[src/hdl/tbw_pkg.sv]
// Shared widths and types for the barycentric weight pipeline.
package tbw_pkg;

  localparam int COORD_W = 16;
  localparam int DIFF_W  = COORD_W + 1;
  localparam int PROD_W  = 2 * DIFF_W;
  localparam int MAG_W   = PROD_W - 1;
  localparam int WOUT_W  = 24;

  typedef logic signed [COORD_W-1:0] coord_t;
  typedef logic signed [DIFF_W-1:0]  diff_t;
  typedef logic signed [PROD_W-1:0]  prod_t;
  typedef logic signed [WOUT_W-1:0]  weight_t;

  typedef struct packed {
    prod_t s;
    prod_t nb;
    prod_t nc;
  } cross_t;

endpackage

[src/hdl/tbw_final.sv]
// Sign fix-up, third weight, saturation and the output register.
module tbw_final
  import tbw_pkg::*;
#(
  parameter int FRAC_BITS = 16
) (
  input  logic                        clk,
  input  logic                        rst_n,
  input  logic                        adv,
  input  logic                        in_valid,
  input  logic [MAG_W+FRAC_BITS-1:0]  qb_mag,
  input  logic [MAG_W+FRAC_BITS-1:0]  qc_mag,
  input  logic                        neg_b,
  input  logic                        neg_c,
  input  logic                        deg,
  output logic                        out_valid,
  output weight_t                     weight_a,
  output weight_t                     weight_b,
  output weight_t                     weight_c,
  output logic                        degenerate
);

  localparam int DW = MAG_W + FRAC_BITS;
  localparam int AW = DW + 3;
  localparam logic signed [AW-1:0] SMAX = (1 <<< (WOUT_W - 1)) - 1;
  localparam logic signed [AW-1:0] SMIN = -(1 <<< (WOUT_W - 1));
  localparam logic signed [AW-1:0] ONE  = AW'(1) << FRAC_BITS;

  function automatic weight_t sat(input logic signed [AW-1:0] v);
    weight_t r;
    if (v > SMAX) begin
      r = SMAX[WOUT_W-1:0];
    end else if (v < SMIN) begin
      r = SMIN[WOUT_W-1:0];
    end else begin
      r = v[WOUT_W-1:0];
    end
    return r;
  endfunction

  logic signed [AW-1:0] wb, wc, wa;
  logic    valid_r, deg_r;
  weight_t wa_r, wb_r, wc_r;

  assign wb = neg_b ? -$signed(AW'(qb_mag)) : $signed(AW'(qb_mag));
  assign wc = neg_c ? -$signed(AW'(qc_mag)) : $signed(AW'(qc_mag));
  assign wa = ONE - wb - wc;

  always_ff @(posedge clk) begin
    if (!rst_n) begin
      valid_r <= 1'b0;
    end else if (adv) begin
      valid_r <= in_valid;
    end
  end

  always_ff @(posedge clk) begin
    if (adv) begin
      deg_r <= deg;
      wa_r  <= deg ? '0 : sat(wa);
      wb_r  <= deg ? '0 : sat(wb);
      wc_r  <= deg ? '0 : sat(wc);
    end
  end

  assign out_valid  = valid_r;
  assign weight_a   = wa_r;
  assign weight_b   = wb_r;
  assign weight_c   = wc_r;
  assign degenerate = deg_r;

endmodule

[config.mk]
export PLATFORM = sky130hd
export DESIGN_NAME = tbw_final
export DESIGN_NICKNAME = d
export VERILOG_FILES = /design/src/hdl/tbw_pkg.sv /design/src/hdl/tbw_final.sv
export SDC_FILE = /design/constraint.sdc
export NUM_CORES = 1
export LEC_CHECK = 0
export BUFFER_PORTS_ARGS = -buffer_cell sky130_fd_sc_hd__buf_2
export CAP_MARGIN = 10
export CORE_ASPECT_RATIO = 1.5
export CORE_MARGIN = 2
export CORE_UTILIZATION = 24
export CTS_CLUSTER_SIZE = 25
export DETAILED_ROUTE_END_ITERATION = 16
export HOLD_SLACK_MARGIN = 0.1
export PLACE_DENSITY_LB_ADDON = 0.3
export SLEW_MARGIN = 20
export SYNTH_ARGS = -nofsm -noshare
export SYNTH_HDL_FRONTEND = slang
export SYNTH_SLANG_ARGS = --single-unit
[constraint.sdc]
create_clock -name clk -period 9.6 [get_ports clk]
set_input_delay 1.44 -clock clk [delete_from_list [all_inputs] [get_ports clk]]
set_output_delay 1.44 -clock clk [all_outputs]
set_load 0.01 [all_outputs]
# Word-level counts from Yosys, hierarchy flattened
# Cells that the tools add are included.
totals:
  register_bits: 74
  output_inout_bits: 74
classes:
  add_sub_neg: 4
  n_lt_le_gt_ge: 6
  muxes: 8
  n_reduce_logical: 3
op_table:
  columns: ["op", "count"]
  rows:
  - ["52-bit by 24-bit > comparator with 1-bit output (second input constant)", 3]
  - ["52-bit by 24-bit less-than comparator with 1-bit output (second input constant)", 3]
  - ["52-bit two-way mux", 2]
  - ["49-bit negator with 52-bit output", 2]
  - ["24-bit two-way mux", 3]
  - ["23-bit two-way mux", 3]
  - ["18-bit by 52-bit subtractor with 52-bit output (first input constant)", 1]
  - ["52-bit subtractor", 1]
  - ["2-bit OR reduction", 3]

# Logic depth before layout (Yosys ltp)
# Gate-level depths: netlist of run 1.
logic_depth:
  depth_word: 7
  ltp_mapped: 24
  mapped_depth_nobuf: 22

# Least setup slack after synthesis of run 1
# No wires, ideal clock.
synth_path:
  path_kind: "input port to flip-flop"
  startpoint: "input qb_mag[16]"
  endpoint: "register wa_r[8], in the netlist weight_a[8], data pin"
  setup_ns: 0.159
  arrival_ns: 6.928
  required_time_ns: 9.441
  path_slack_ns: 2.514
  stages: 21
  n_path_buf: 3
  path_cell_list: "or4_1 > or3_1 > clkbuf_1 > or4_1 > o31ai_1 > xor2_1 > xor2_1 > ha_1 > clkbuf_1 > nand4_1 > nor4_1 > nand2_1 > and4_1 > a2111o_1 > nand3_1 > nand4b_1 > or4_1 > a2111oi_2 > clkbuf_1 > nand3_1 > o211ai_1"
synth_via:
  elab_chain_len: 7
  word_cells_on_any_way: 8
  cone_classes: "add/sub: 3; order compare: 2; mux: 3"
synth_lines:
  columns: ["element", "line_no", "rtl"]
  rows:
  - ["start: declaration", "tbw_final.sv:11", "input logic [MAG_W+FRAC_BITS-1:0] qb_mag,"]
  - ["49-bit negator with 52-bit output", "tbw_final.sv:45", "assign wb = neg_b ? -$signed(AW'(qb_mag)) : $signed(AW'(qb_mag));"]
  - ["52-bit two-way mux *", "tbw_final.sv:45", null]
  - ["18-bit by 52-bit subtractor with 52-bit output *", "tbw_final.sv:47", "assign wa = ONE - wb - wc;"]
  - ["52-bit subtractor *", "tbw_final.sv:47", null]
  - ["52-bit by 24-bit less-than comparator with 1-bit output", "tbw_final.sv:33", "end else if (v < SMIN) begin"]
  - ["24-bit two-way mux", "tbw_final.sv:33", null]
  - ["23-bit two-way mux *", "tbw_final.sv:31", "if (v > SMAX) begin"]
  - ["end signal: assignment", "tbw_final.sv:60", "wa_r <= deg ? '0 : sat(wa);"]
  - ["end: declaration", "tbw_final.sv:43", "weight_t wa_r, wb_r, wc_r;"]
# Every way passes the cells marked *; elsewhere a longest branch is shown, timed or not.
# A chain may end at the register's enable or synchronous reset.

# Worst setup path in the final report of run 1
layout_path:
  startpoint: "input qc_mag[17]"
  endpoint: "register wa_r[1], in the netlist weight_a[1], data pin"
layout_via:
  elab_chain_len: 6
  word_cells_on_any_way: 7
  cone_classes: "add/sub: 2; order compare: 2; mux: 3"
layout_lines:
  columns: ["element", "line_no", "rtl"]
  rows:
  - ["start: declaration", "tbw_final.sv:12", "input logic [MAG_W+FRAC_BITS-1:0] qc_mag,"]
  - ["49-bit negator with 52-bit output", "tbw_final.sv:46", "assign wc = neg_c ? -$signed(AW'(qc_mag)) : $signed(AW'(qc_mag));"]
  - ["52-bit two-way mux *", "tbw_final.sv:46", null]
  - ["52-bit subtractor *", "tbw_final.sv:47", null]
  - ["52-bit by 24-bit less-than comparator with 1-bit output", "tbw_final.sv:33", null]
  - ["24-bit two-way mux", "tbw_final.sv:33", null]
  - ["23-bit two-way mux *", "tbw_final.sv:31", null]
# Marked as above.

==> flow_summary.yaml, run 1 <==
floorplan:
  initial_utilization: 0.243
  core_mm2: 0.0401
  die_h_um: 251
  die_area_mm2: 0.0422
  io_pins: 179
  rows: 90
  fp.dieW_um: 168
synth:
  synth_ff_type: "edfxtp_1"
  netlist_area_mm2: 0.00974
  synth_edf_count: 73
  yosysMostFrequentCell: "nand2_1"
  yosys_warnings: 0
  synth_top_area_cell: "edfxtp_1"
  syn-num-nets: 1422
  syn_avg_cell_area_um2: 7.92
  synthTopCellsByArea: "edfxtp_1, ha_1, xor2_1, nand2_1, o21ai_0"
  yosysSeqAreaShare: 0.227
  synthCells: 1229
  async_reset_ff_frac: 0
  synth_top_area_frac: 0.225
  synth.distinct_cells: 69
  synth.top_cells.by_count: "nand2_1, xor2_1, o21ai_0"
  ys_ff_latch: 74
placement:
  io_buffers: 178
  gp_congestion: 0.938
  dp_hpwl_um: 31500
timing:
  setup_viol: 0
  finalClockSkew_ns: 0
  fin_crit_ns: 8.00
  slew_headroom: 0.427
  fin_crit_sh: 0.833
  max_freq_mhz: 125
  final_max_slew_viol_count: 0
  fin_setup_tns_ns: 0
  hold_slack_ns: 0.515
  rsz0062_at_grt: "false"
  worst_pin_slew_ns: 0.859
  hold_viol: 0
power:
  finalPower_w: 0.00193
  power-per-cell-area_mw_per_mm2: 169
  sw_frac_of_total: 0.473
  p_int_w: 0.00102
  seqPwrFrac: 0.223
  irDropWorstVdd_uv: 84.0
  p_switching_w: 0.000913
  p_leak_nw: 4.42
  combPwrFrac: 0.588
  clockPowerShare: 0.189
global_routing:
  antenna_found_initial: 2
  grt_max_degree: 59
  grt_overflow: 0
  grt_pass1_wl_um: 57300
  grt_pass1_vias: 10100
  track_usage: 0.176
setup_path:
  crit_fanout: 23
  critPathMaxStageDelay_ns: 0.65
  critPathTopFamily: "simple AND/OR/NAND/NOR gates"
  criticalPathCategory: "in2reg"
  crit_required_ns: 9.67
  cp_slowest_cell: "nor4_1"
  cp-start-kind: "input pin"
  crit_buf_inv: 1
  path_cells: "buf_2 -> or4_1 -> or3_1 -> nor4_1 -> nand2_1 -> or3_1 -> o31ai_1 -> xor2_1 -> ha_1 -> ha_1 -> a21oi_1 -> o21bai_1 -> a21oi_1 -> nor4b_1 -> a311oi_1 -> nand3_1 -> o2111ai_1 -> nor4_1 -> and4_1 -> a41o_2 -> o221ai_1"
  worstPathArrival_ns: 8.07
  r2r_slack_ns: 9.02
  endpoint_kind: "register"
clock_tree:
  ctsHoldBuffers: 0
  cts_sinks: 74
  cts_made_buffers: 9
  cts.repair.resized: 0
  clkLatencyLatePin_ns: 0.35
  cts_root_buf: "clkbuf_16"
  h-tree-depth: 3
  cts_tree: "yes"
  clock_path_buffers: 2
  path_clk_slew_ns: 0.06
  cts_post_setup_buffers_inserted: 0
final_layout:
  area.growth.synth_to_final_pct: 17.2
  drive_above_1_share: 0.170
  fillerInstances: 4406
  fin_nets: 1564
worst_hold_path:
  min_path_type: "reg2reg"
run_status:
  status: "completed"
route:
  wl_um: 38000
  viasPerCell: 5.34
  dr.pass1.iters: 5
  drc_errors: 0
  num_vias: 10100
  drt_iter0_drc: 694
  ant_nets: 0
  wl_per_cell_um: 20.2
flow_run:
  drv_cap: 0
-- routing by layer --
metal | GRT usage | routed length (µm)
met5 | 0 | 0
met4 | 0.103 | 2180
met3 | 0.0137 | 1420
met2 | 0.350 | 20800
met1 | 0.176 | 13600
-- state kept, by name, indices dropped and copies added (netlist names) --
signal and flops:
weight_a 24, weight_c 24, degenerate 1, weight_b 24, out_valid 1
-- layout make-up --
type	instances	area, µm²	area share
multi-input combinational	1068	7180	0.629
sequential	74	2210	0.194
timing repair buffer	186	953	0.0835
tap	506	633	0.0555
clock buffer	9	225	0.0197
inverter	32	120	0.0105
clock inverter	7	83.8	0.00734
antenna	2	5.00	0.000439
-- cell families after synthesis --
group / synth area share
AND/OR/NAND/NOR: 0.245
AO/OA/AOI/OAI: 0.232
XOR/XNOR: 0.138
adder cells (fa/ha/maj): 0.114
buffers and inverters: 0.0367
flip-flops: 0.227
multiplexers: 0.00668
-- power groups by stage --
stage	clock network (W)	logic, W	registers, W
after global placement	0	0.00112	0.000441
after global routing	0.000384	0.00124	0.000435
after CTS	0.000377	0.00113	0.000433
after floorplan	0	0.000740	0.000453
final	0.000364	0.00113	0.000430
after detailed placement	0	0.00112	0.000440
-- worst min-delay path: cells and delay by family (launching register included) --
family | cells | cell delay, ns
flip-flops | 1 | 0.32
multiplexers | 1 | 0.06
AND/OR/NAND/NOR | 1 | 0.10
-- placed cells by master, fill, tap and decap left out, types with 4 or more instances in the layout --
cell type,netlist,final
nor2_1,93,93
a21boi_0,5,5
and3_1,7,7
buf_2,4,177
o2111ai_1,4,4
nand2b_1,20,20
o211ai_1,18,18
nand4b_1,8,8
a31oi_1,7,7
ha_1,87,87
inv_1,32,32
o221ai_2,9,9
nand4_1,24,24
o31ai_1,27,27
xor2_1,109,109
clkbuf_16,0,9
nor2b_1,9,9
nand2_1,143,143
xnor2_1,43,43
o21ai_0,97,97
o221ai_1,6,6
and4_1,4,4
edfxtp_1,73,73
and2_1,14,14
o21a_1,8,8
a21oi_1,93,93
mux2_2,4,4
buf_4,2,9
a211oi_1,6,6
o41ai_1,13,13
or3_1,25,25
nand3_1,28,28
nor4_1,26,26
nor3_1,38,38
or2_2,7,7
o21bai_1,12,12
a21o_1,14,14
or4_1,15,15
-- path summary, 6_finish.rpt --
kind / to / cells after the start / from
setup / recovery: weight_a[1]$_SDFFCE_PP0P_ / 21 / qc_mag[17]
hold reg to reg: out_valid$_SDFFE_PN0P_ / 2 / out_valid$_SDFFE_PN0P_
setup reg to reg: out_valid$_SDFFE_PN0P_ / 2 / out_valid$_SDFFE_PN0P_
hold / removal: out_valid$_SDFFE_PN0P_ / 2 / out_valid$_SDFFE_PN0P_
-- through the flow --
stage | worst slack [ns] | util | instance area, µm² | cells
final | 1.60 | 0.285 | 11400 | 1884
after global routing | 1.04 | 0.285 | 11400 | 1884
after CTS | 1.71 | 0.285 | 11400 | 1882
after detailed placement | 1.35 | 0.277 | 11100 | 1866
after global placement | 1.40 | 0.277 | 11100 | 1866
after floorplan | 2.51 | - | 9740 | 1229
Note: power is estimated with default switching activity, not from simulation.
==> inputs of run 2 (changes only) <==
- clock period: 9.6 -> 8.3 ns (I/O delays scaled with it)
==> flow_summary.yaml, run 2 (synthesized netlist as in run 1, its figures left out) <==
timing:
  hold_viol: 0
  fin_setup_tns_ns: 0
  fin_crit_ns: 7.69
  final_max_slew_viol_count: 0
  max_freq_mhz: 130
  setup_viol: 0
  rsz0062_at_grt: "false"
  slew_headroom: 0.281
  worst_pin_slew_ns: 1.08
  finalClockSkew_ns: 0
  fin_crit_sh: 0.927
route:
  drc_errors: 0
  drt_iter0_drc: 639
  wl_um: 38300
  num_vias: 10100
  viasPerCell: 5.35
  ant_nets: 0
  wl_per_cell_um: 20.3
  dr.pass1.iters: 6
clock_tree:
  cts_sinks: 74
  clkLatencyLatePin_ns: 0.35
  path_clk_slew_ns: 0.07
  ctsHoldBuffers: 0
  h-tree-depth: 3
  clock_path_buffers: 2
  cts_made_buffers: 9
  cts_post_setup_buffers_inserted: 0
  cts_root_buf: "clkbuf_16"
  cts_tree: "yes"
  cts.repair.resized: 0
floorplan:
  rows: 90
  die_h_um: 251
  fp.dieW_um: 168
  core_mm2: 0.0401
  io_pins: 179
  initial_utilization: 0.243
  die_area_mm2: 0.0422
worst_hold_path:
  min_to: "out_valid$_SDFFE_PN0P_"
  hold_path.startpoint: "out_valid$_SDFFE_PN0P_"
  min_path_cells: 2
  min_path_type: "reg2reg"
power:
  power-per-cell-area_mw_per_mm2: 195
  p_leak_nw: 4.45
  irDropWorstVdd_uv: 94.4
setup_path:
  r2r_slack_ns: 7.71
  endpoint_kind: "register"
  cp_slowest_cell: "nor4_1"
  path_cells: "buf_2 -> or4_1 -> or3_1 -> nor4_1 -> nand2_1 -> buf_4 -> o31ai_1 -> xnor2_1 -> nor2_1 -> ha_1 -> a21oi_1 -> o21ai_0 -> o21ai_0 -> o21ba_2 -> a21oi_1 -> xor2_1 -> nor4_1 -> and4_1 -> a41o_2 -> o221ai_1"
  r2r-start: "out_valid$_SDFFE_PN0P_"
  critPathMaxStageDelay_ns: 0.67
  crit_required_ns: 8.37
  reg2reg_to: "out_valid$_SDFFE_PN0P_"
  worstPathArrival_ns: 7.76
  cp-start-kind: "input pin"
  criticalPathCategory: "in2reg"
  crit_fanout: 23
  reg2reg_depth: 2
  crit_start: "qc_mag[17]"
global_routing:
  met1_usage: 0.179
  top_usage_layer: "met2"
  grt_pass1_wl_um: 58200
  use_met3: 0.0169
  track_usage: 0.179
  grt_pass1_vias: 10200
  grt_overflow: 0
  antenna_found_initial: 2
  use_met2: 0.352
  grt_max_degree: 75
final_layout:
  fillerInstances: 4372
  drive_above_1_share: 0.174
  final_common_cell: "buf_2"
  regArea_mm2: 0.00221
  multiInputGateArea_mm2: 0.00718
  layout_common_cells: "buf_2, nand2_1, xor2_1"
  area.growth.synth_to_final_pct: 17.7
  fin_nets: 1570
  final_cells: 1890
placement:
  gp_congestion: 0.961
  dp_hpwl_um: 31900
  dp.cells: 1872
  io_buffers: 178
run_status:
  status: "completed"
flow_run:
  drv_cap: 0
## run 2: cell types whose count changed in the layout (fill, tap and decap cells not counted)
cell / previous run / this run
buf_4: 9 / 15
## run 2: critical path: cells and delay by family
family / cells / cell delay [ns]
simple gates: 7 / 2.51
xor+xnor: 2 / 0.45
fa+ha+maj: 1 / 0.50
compound gates: 8 / 2.70
buf+inv: 2 / 0.36
## run 2: where the power goes
| group | leakage (nW) | internal [W] | switching, W |
|---|---|---|---|
| Sequential | 0.713 | 0.000477 | 0.0000212 |
| Combinational | 3.59 | 0.000465 | 0.000851 |
| Clock | 0.149 | 0.000239 | 0.000186 |
| Total | 4.45 | 0.00118 | 0.00106 |
## run 2: worst max path at each step
stage                                       endpoint  slack (ns)  cells after the start
after detailed placement  weight_a[22]$_SDFFCE_PP0P_        0.36                     19
after global routing       weight_a[0]$_SDFFCE_PP0P_        0.20                     19
final                     weight_a[22]$_SDFFCE_PP0P_        0.61                     20
after floorplan            weight_a[8]$_SDFFCE_PP0P_        1.41                     21
after global placement     weight_a[1]$_SDFFCE_PP0P_        0.36                     19
after CTS                 weight_a[22]$_SDFFCE_PP0P_        0.68                     19
## run 2: layout make-up
cell class                      instances  area share
Multi-Input combinational cell       1068       0.627
Sequential cell                        74       0.193
Timing Repair Buffer                  192      0.0871
Tap cell                              506      0.0553
Clock buffer                            9      0.0197
Inverter                               32      0.0105
Clock inverter                          7     0.00732
Antenna cell                            2    0.000437
## run 2: per-stage QoR
stage	hold slack (ns)	power [W]	util	cell area, µm²	worst slack, ns
after floorplan	0.538	0.00138	-	9740	1.41
after global placement	0.490	0.00182	0.278	11100	0.356
after detailed placement	0.512	0.00182	0.278	11100	0.356
after CTS	0.524	0.00226	0.286	11500	0.682
after global routing	0.558	0.00240	0.286	11500	0.204
final	0.521	0.00224	0.286	11500	0.607
## run 2: layer usage
metal,part of all wire,vias to the layer above
li1,-,4894
met1,0.35,4785
met2,0.55,341
met3,0.037,95
met4,0.059,0
met5,0,-
